**src/nms_pkg.sv**
```systemverilog
// shared types, constants and control words of the box suppression block
`timescale 1ns / 1ps
`default_nettype none
package nms_pkg;

    localparam int unsigned MAX_BOXES   = 64;
    localparam int unsigned MAX_RESULTS = 64;
    localparam int unsigned IDX_W       = $clog2(MAX_BOXES);
    localparam int unsigned CNT_W       = $clog2(MAX_BOXES + 1);
    localparam int unsigned OUT_CAP     = (MAX_RESULTS < MAX_BOXES) ? MAX_RESULTS : MAX_BOXES;

    localparam int unsigned CFG_IDX_W = 2;
    localparam int unsigned CFG_DAT_W = 16;
    localparam logic [CFG_IDX_W-1:0] REG_IOU_THR  = 2'd0;
    localparam logic [CFG_IDX_W-1:0] REG_CONF_THR = 2'd1;
    localparam logic [CFG_IDX_W-1:0] REG_MAX_OUT  = 2'd2;

    localparam logic [15:0] IOU_THR_RST  = 16'd16384;
    localparam logic [15:0] CONF_THR_RST = 16'd16384;
    localparam logic [6:0]  MAX_OUT_RST  = 7'd64;

    typedef struct packed {
        logic [7:0]         class_id;
        logic [15:0]        score;
        logic [14:0]        height;
        logic [14:0]        width;
        logic signed [15:0] top;
        logic signed [15:0] left;
    } box_t;

    localparam int unsigned BOX_W = $bits(box_t);

    typedef struct packed {
        logic load_en;
        logic scan_clr;
        logic scan_issue;
        logic pick;
        logic chk_issue;
        logic surv_push;
        logic em_start;
        logic em_issue;
        logic em_load;
        logic em_empty;
        logic set_clr;
    } cmd_t;

    typedef struct packed {
        logic scan_done;
        logic scan_busy;
        logic found;
        logic chk_done;
        logic pipe_busy;
        logic hit;
        logic em_none;
        logic em_done;
        logic out_full;
    } sts_t;

endpackage
`default_nettype wire

```
**src/nms_ctrl.sv**
```systemverilog
// sequencer for load, ranking, overlap check and emit phases
`timescale 1ns / 1ps
`default_nettype none
module nms_ctrl (
    input  wire logic        aclk,
    input  wire logic        aresetn,
    input  wire logic        s_valid,
    input  wire logic        s_set_end,
    output logic             s_ready,
    input  wire nms_pkg::sts_t sts,
    output nms_pkg::cmd_t    cmd
);
    import nms_pkg::*;

    typedef enum logic [2:0] {
        ST_LOAD,
        ST_SCAN,
        ST_CHECK,
        ST_EMIT,
        ST_EMIT_LD
    } state_t;

    state_t state_reg, state_next;

    always_comb begin
        state_next = state_reg;
        cmd        = '0;
        s_ready    = 1'b0;
        unique case (state_reg)
            ST_LOAD: begin
                s_ready     = 1'b1;
                cmd.load_en = s_valid;
                if (s_valid && s_set_end) begin
                    cmd.scan_clr = 1'b1;
                    state_next   = ST_SCAN;
                end
            end
            ST_SCAN: begin
                if (!sts.scan_done) begin
                    cmd.scan_issue = 1'b1;
                end else if (!sts.scan_busy) begin
                    if (sts.found) begin
                        cmd.pick   = 1'b1;
                        state_next = ST_CHECK;
                    end else begin
                        cmd.em_start = 1'b1;
                        state_next   = ST_EMIT;
                    end
                end
            end
            ST_CHECK: begin
                if (!sts.chk_done) begin
                    cmd.chk_issue = 1'b1;
                end else if (!sts.pipe_busy) begin
                    cmd.surv_push = !sts.hit;
                    cmd.scan_clr  = 1'b1;
                    state_next    = ST_SCAN;
                end
            end
            ST_EMIT: begin
                if (sts.em_none) begin
                    if (!sts.out_full) begin
                        cmd.em_empty = 1'b1;
                        cmd.set_clr  = 1'b1;
                        state_next   = ST_LOAD;
                    end
                end else if (sts.em_done) begin
                    cmd.set_clr = 1'b1;
                    state_next  = ST_LOAD;
                end else if (!sts.out_full) begin
                    cmd.em_issue = 1'b1;
                    state_next   = ST_EMIT_LD;
                end
            end
            ST_EMIT_LD: begin
                cmd.em_load = 1'b1;
                state_next  = ST_EMIT;
            end
            default: begin
                state_next = ST_LOAD;
            end
        endcase
    end

    always_ff @(posedge aclk) begin
        if (!aresetn) begin
            state_reg <= ST_LOAD;
        end else begin
            state_reg <= state_next;
        end
    end
endmodule
`default_nettype wire

```
**config.mk**
```make
export PLATFORM = sky130hd
export DESIGN_NAME = nms_ctrl
export DESIGN_NICKNAME = d
export VERILOG_FILES = /design/src/nms_pkg.sv /design/src/nms_ctrl.sv
export SDC_FILE = /design/constraint.sdc
export NUM_CORES = 1
export LEC_CHECK = 0
export BUFFER_PORTS_ARGS = -buffer_cell sky130_fd_sc_hd__buf_2
export CAP_MARGIN = 40
export CORE_AREA = 2 2 39 41
export DETAILED_ROUTE_END_ITERATION = 10
export DIE_AREA = 0 0 41 43
export GPL_TIMING_DRIVEN = 0
export PLACE_DENSITY = 0.61
export SLEW_MARGIN = 5
export SYNTH_ARGS = -nofsm -noshare
export SYNTH_HDL_FRONTEND = slang
export SYNTH_SLANG_ARGS = --single-unit
```
**constraint.sdc**
```tcl
create_clock -name aclk -period 1.7 [get_ports aclk]
set_input_delay 0.34 -clock aclk [delete_from_list [all_inputs] [get_ports aclk]]
set_output_delay 0.34 -clock aclk [all_outputs]
set_load 0.1 [all_outputs]
```
Word-level counts from Yosys, hierarchy flattened
Index checks and enable logic that the tools add are counted.

Bits in registers: 3. Bits in latches: 0. RAM bits: 0. Bits in read-only memories: 0. Input port bits: 13. Output and inout bits: 12. Logic and storage cells: 56. Memories kept: 0.

Add/sub/neg operators: 0. Multiply operators: 0. Divide/modulo/power cells: 0. Magnitude comparators: 0. Equality and inequality tests: 11. Shift operators: 0. Mux-type cells: 40. Bitwise operators: 0. Reduce and logical (&&, ||, !) cells: 4.

Operators by type and width (number): 3-bit two-way mux (9); 1-bit two-way mux (25); 3-bit case mux with 5 select lines (1); 2-bit inequality test (second input constant) (5); 2-bit two-way mux (4); 7-bit AND reduction (1); 3-bit by 2-bit == test with 1-bit output (second input constant) (2); 3-bit inequality test (second input constant) (2); 3-bit by 1-bit == test with 1-bit output (second input constant) (1); 3-bit == test (second input constant) (1); 3-bit zero test (1); 1-bit case mux with 2 select lines (1); 1-bit logical AND (1); 1-bit zero test (1).

Longest topological paths before layout
Gate-level depths: netlist (run 1).

Depth in word-level cells: 4. Depth in mapped cells: 5. Mapped depth without buffers: 4.

Least setup slack after synthesis (run 1)
No wires, ideal clock.

Path kind: reg-to-output. Start: register state_reg[0]. End: output port cmd[5] (netlist bit). Arrival: 3840 ps. Data required time: 1360 ps. Path slack: -2480 ps. Stages on the path, launching flop included: 5. Path buffers: 1. Path through: dfxtp_1 buf_4 nor2_1 nand2_1 nor4b_1.

RTL lines: start, declared (RTL line nms_ctrl.sv:23) `state_t state_reg, state_next;`; start signal, assigned (RTL line nms_ctrl.sv:89) `state_reg <= state_next;`; end, declared (RTL line nms_ctrl.sv:11) `output nms_pkg::cmd_t cmd`.

==> results of run 1 <==
what timing repair did:
action | 4_1_cts | 5_1_grt
endpoints found under the setup margin | 11 | 8
gates resized for setup | 21 | 11
pin swaps | 1 | 3
buffers inserted | 0 | 7
logic make-up (layout without fill, tap and decap cells):
| kind of cell | after synthesis | count (layout) |
|---|---|---|
| AND/OR/NAND/NOR | 28 | 28 |
| AO/OA/AOI/OAI | 9 | 9 |
| buffers and inverters | 8 | 43 |
| flip-flops | 3 | 3 |
| multiplexers | 2 | 2 |
| XOR/XNOR | 1 | 1 |
per-layer routing:
metal  vias up  global-route usage [%]
met5         -                       0
met4         0                    8.00
met3         0                    3.66
met2        16                    22.8
met1       245                    19.0
li1        257                       -
cells in the mapped netlist, drive strengths merged:
cell    count  share of area, %
or4         1               2.0
inv         5               5.1
nor3        3               4.1
a31oi       3               5.1
nor4b       1               2.4
nand3b      1               5.4
nor4        3               5.1
a221o       1               2.7
o221ai      1               4.1
nor2        5               5.1
a21oi       2               2.7
nand2b      4               6.8
buf         3               6.4
nand2       4               4.1
o21ai       2               2.7
mux2i       2               5.4
nand3       1               1.4
nor3b       2               4.1
and2        1               1.7
xor2        1               2.4
dfxtp       3                16
or3b        2               5.4
final cells by class:
class                   count  area [um2]  share of cell area (%)
well taps                  16        20.0                    2.37
multi-input cells          40         418                    49.4
inverters                   5        18.8                    2.22
repair buffers             31         244                    28.8
flip-flops and latches      3        68.8                    8.14
clock buffers               4        26.3                    3.11
plain buffers               3        50.0                    5.92
final timing paths:
| check | start | end | slack [ns] | cells after the start |
|---|---|---|---|---|
| worst max-delay path | state_reg[0]$_SDFFE_PN0P_ | cmd[5] | -0.08 | 5 |
| worst min-delay path | aresetn | state_reg[0]$_SDFFE_PN0P_ | 0.37 | 3 |
| worst max register to register | state_reg[2]$_SDFFE_PN0P_ | state_reg[1]$_SDFFE_PN0P_ | 0.25 | 5 |
| worst min register to register | state_reg[1]$_SDFFE_PN0P_ | state_reg[0]$_SDFFE_PN0P_ | 0.62 | 2 |
critical path: stages (launching register included):
cell and delay (ns):
dfxtp_4 0.34, buf_12 0.13, nor2_4 0.13, nand2_4 0.07, nor4b_4 0.28, buf_6 0.26
stage by stage:
step	hold slack (ns)	area, um2	std cells	setup TNS (ns)	worst slack, ns
2_1_floorplan	0.454	527	51	-2.17	-0.447
3_3_place_gp	0.606	667	91	-0.0708	-0.0708
3_5_place_dp	0.597	667	91	-0.0911	-0.0911
4_1_cts	0.362	759	95	-0.0803	-0.0803
5_1_grt	0.375	846	102	-0.296	-0.132
6_report	0.368	846	102	-0.0759	-0.0759
power breakdown:
group	switching (mW)	total [mW]	internal [mW]	leakage [nW]
logic	0.310	0.496	0.186	0.338
registers	0.0134	0.0960	0.0826	0.0264
clock network	0.0330	0.121	0.0877	0.0150
==> results.json, run 1 <==
{
  "dr.pass1.iters": 4,
  "cp_data_required_time_ns": 1.36,
  "hold_viol": 0,
  "startpoint_type": "flop",
  "final_common_cell": "buf_2",
  "worst_slew_pin_slew_ns": 0.292,
  "dpl.hpwl_um": 846,
  "grt_pass1_vias": 489,
  "drive_gt1_share_pct": 67.4,
  "hp-class": "in2reg",
  "syn_area_um2": 370,
  "syn_nets": 64,
  "antenna_left": 0,
  "fmax_mhz": 563,
  "synth_xor_area_share_pct": 2.36,
  "clk_latency_ns": 0.23,
  "clkTransAtPathRegs_ns": 0.03,
  "avgSynthCellArea_um2": 7.26,
  "failed_checks": "negative setup slack",
  "skew_ns": 0.00127,
  "die_h_um": 43,
  "cts_inserted_buffers": 3,
  "grt_start_max_net_pins": 11,
  "fin_crit_ns": 1.78,
  "via_count": 518,
  "fin_crit_sh_pct": 104,
  "final_nets": 100,
  "drc": 0,
  "power.density_nw_per_um2": 842,
  "numPortBuffers": 24,
  "synth.area.mux_share_pct": 5.41,
  "wl_met1_um": 459,
  "synth_top_family_by_area": "simple AND/OR/NAND/NOR gates",
  "grt_antenna_before_repair": 0,
  "worstSetupEndpointType": "primary output",
  "cts-root-buf": "clkbuf_4",
  "rows": 14,
  "routedWlPerCell_um": 11.4,
  "post-route-util_pct": 61.1,
  "cts_tree": "done",
  "dr.first_iter.drc_count": 7,
  "die_x_um": 41,
  "synth_compound_area_share_pct": 17.2,
  "totalWireLength_mm": 1.16,
  "htree_levels": 1,
  "layout_common_cells": "buf_2, buf_4, buf_6, inv_1, buf_8",
  "yosysSeqAreaShare_pct": 16.2,
  "cts.sinks": 3,
  "synthSimpleGateAreaFrac_pct": 47.3,
  "wl_met2_um": 640,
  "slew_violations": 0,
  "postLayoutSetupSlackWorst_ns": -0.0759,
  "coreArea_um2": 1380,
  "dr_wl_met3_um": 63,
  "area_growth_pct": 128,
  "finalPower_mw": 0.712,
  "setup_viol": 1,
  "worstPathArrival_ns": 1.44,
  "grt_use_total_pct": 15.2,
  "p_leak_nw": 0.379,
  "rsz0062_at_grt": "true",
  "overflow": 0,
  "maxSlewHeadroom_pct": 80.5,
  "nFillCells": 120,
  "initial_core_util_pct": 26.8,
  "ys_warn_count": 0,
  "synth-adder-area-share_pct": 0,
  "ir_drop_mv": 0.416,
  "ys_ff_latch": 3,
  "io_pins": 25,
  "holdBufCountCts": 0,
  "largest_register_ffs": 3,
  "crit_path_max_fanout": 8,
  "cap_violations": 0,
  "path_class": "reg2out",
  "drt-vias-per-instance": 5.08,
  "antennaDiodeCount": 0,
  "clk_path_buf_depth": 2,
  "syn_inst": 51,
  "die-area_um2": 1760,
  "routed.top_layer": "met3",
  "status": "complete, but fails checks",
  "grt_pass1_wl_mm": 1.88,
  "yosysUniqueCellTypes": 25,
  "gp_congestion": 0.775
}
No activity file was read; power rests on OpenSTA's default activity.
==> inputs of run 2 (changes only) <==
--- a/config.mk
+++ b/config.mk
@@ -7,11 +7,13 @@
 export LEC_CHECK = 0
 export BUFFER_PORTS_ARGS = -buffer_cell sky130_fd_sc_hd__buf_2
 export CAP_MARGIN = 40
-export CORE_AREA = 2 2 39 41
+export CELL_PAD_IN_SITES_DETAIL_PLACEMENT = 0
+export CELL_PAD_IN_SITES_GLOBAL_PLACEMENT = 2
+export CORE_MARGIN = 2
+export CORE_UTILIZATION = 19
 export DETAILED_ROUTE_END_ITERATION = 10
-export DIE_AREA = 0 0 41 43
 export GPL_TIMING_DRIVEN = 0
-export PLACE_DENSITY = 0.61
+export PLACE_DENSITY = 0.72
 export SLEW_MARGIN = 5
 export SYNTH_ARGS = -nofsm -noshare
 export SYNTH_HDL_FRONTEND = slang
==> results.json, run 2 (synthesis results as in run 1) <==
{
  "die_x_um": 48.2,
  "overflow": 0,
  "p_leak_nw": 0.383,
  "rows": 15,
  "comb_power_share_pct": 67.8,
  "hp-class": "in2reg",
  "largest_register_ffs": 3,
  "die_h_um": 48.2,
  "cp_data_required_time_ns": 1.36,
  "grt_start_max_net_pins": 11,
  "switching_share_pct": 51.2,
  "grt_use_total_pct": 11.8,
  "grt_antenna_before_repair": 0,
  "maxSlewHeadroom_pct": 81.6,
  "cap_violations": 0,
  "cts_inserted_buffers": 3,
  "internal-power_mw": 0.344,
  "numPortBuffers": 24,
  "worst_slew_pin_slew_ns": 0.275,
  "drive_gt1_share_pct": 66.3,
  "coreArea_um2": 1780,
  "initial_core_util_pct": 20.8,
  "holdBufCountCts": 0,
  "fmax_mhz": 568,
  "io_pins": 25,
  "worstPathArrival_ns": 1.42,
  "ir_drop_mv": 0.406,
  "routedWlPerCell_um": 10.9,
  "failed_checks": "negative setup slack",
  "slowest_delay_ns": 0.36,
  "htree_levels": 1,
  "rsz0062_at_grt": "true",
  "p_sw_mw": 0.360,
  "fin_crit_ns": 1.76,
  "path_class": "reg2out",
  "nFillCells": 176,
  "layout_common_cells": "buf_2, buf_4, buf_6, inv_1",
  "dr.pass1.iters": 3,
  "clk_path_buf_depth": 2,
  "startpoint_type": "flop",
  "grt_pass1_wl_mm": 1.90,
  "crit_path_cell_trace": "buf_12 -> nor2_4 -> nand2_4 -> nor4b_4 -> buf_6",
  "clk_latency_ns": 0.23,
  "drt-vias-per-instance": 4.47,
  "worstSetupEndpointType": "primary output",
  "final_nets": 100,
  "gp_congestion": 0.665,
  "antenna_left": 0,
  "postLayoutSetupSlackWorst_ns": -0.0591,
  "clkTransAtPathRegs_ns": 0.04,
  "cts_tree": "done",
  "setup_viol": 1,
  "dpl.hpwl_um": 899,
  "antennaDiodeCount": 0,
  "drc": 0,
  "post-route-util_pct": 47.9,
  "hold_ws_ns": 0.370,
  "p_seq_share_pct": 14.2,
  "die-area_um2": 2320,
  "fin_crit_sh_pct": 103,
  "status": "complete, but fails checks",
  "cpMaxStageDelayCell": "dfxtp_4",
  "hold_viol": 0,
  "crit_buf_inv": 2,
  "cts.sinks": 3,
  "skew_ns": 0.00618,
  "dr.first_iter.drc_count": 4,
  "fin_tns_setup_ns": -0.0591,
  "totalWireLength_mm": 1.21,
  "grt_pass1_vias": 425,
  "multi_input_area_um2": 418,
  "slew_violations": 0,
  "regArea_um2": 67.6,
  "power.density_nw_per_um2": 824,
  "via_count": 496,
  "area_growth_pct": 131,
  "cp_top_family": "simple AND/OR/NAND/NOR gates",
  "crit_path_max_fanout": 6,
  "pwr-share-clk_pct": 18.0,
  "cts-root-buf": "clkbuf_4"
}
## run 2: cell counts in the layout (fill, tap and decap cells not counted)
Identical to the previous run, type by type.
## run 2: timing repair
item,4_1_cts,5_1_grt
pin swaps,1,2
setup endpoints to repair,12,8
gates resized for setup,23,6
setup buffers,0,7
## run 2: final cells by class
cell class / instances / area share, %
Buffer: 3 / 5.42
Inverter: 5 / 2.20
Timing Repair Buffer: 31 / 28.8
Multi-Input combinational cell: 40 / 48.9
Tap cell: 25 / 3.66
Clock buffer: 4 / 3.07
Sequential cell: 3 / 7.91
## run 2: worst min-delay path, stage by stage
cell     delay [ns]
buf_2          0.11
inv_1          0.07
a31oi_1        0.04
## run 2: final timing paths
path	startpoint	depth (start not counted)	slack, ns	end
min	aresetn	3	0.37	state_reg[0]$_SDFFE_PN0P_
min reg2reg	state_reg[1]$_SDFFE_PN0P_	2	0.62	state_reg[0]$_SDFFE_PN0P_
max	state_reg[0]$_SDFFE_PN0P_	5	-0.06	cmd[5]
max reg2reg	state_reg[2]$_SDFFE_PN0P_	5	0.29	state_reg[1]$_SDFFE_PN0P_
## run 2: stage by stage
stage	cell area, um2	cells	setup WS [ns]	total power, mW
after CTS	778	104	-0.0737	0.674
final	855	111	-0.0591	0.704
after global placement	678	100	-0.0858	0.503
after detailed placement	678	100	-0.0740	0.502
after global routing	855	111	-0.136	0.744
after floorplan	527	51	-0.447	0.437
## run 2: power groups by stage
stage | sequential, mW | clock, mW | combinational, mW
after global placement | 0.0993 | 0 | 0.404
after detailed placement | 0.0985 | 0 | 0.403
final | 0.100 | 0.127 | 0.477
after floorplan | 0.0960 | 0 | 0.341
after CTS | 0.0989 | 0.133 | 0.442
after global routing | 0.102 | 0.141 | 0.502
## run 2: per-layer routing
metal  GRT usage (%)  share of wire, %  vias to the layer above
li1                -                 -                      258
met1            16.0                47                      228
met2            16.6                49                       10
met3            5.56               4.0                        0
met4            3.24                 0                        0
met5               0                 0                        -
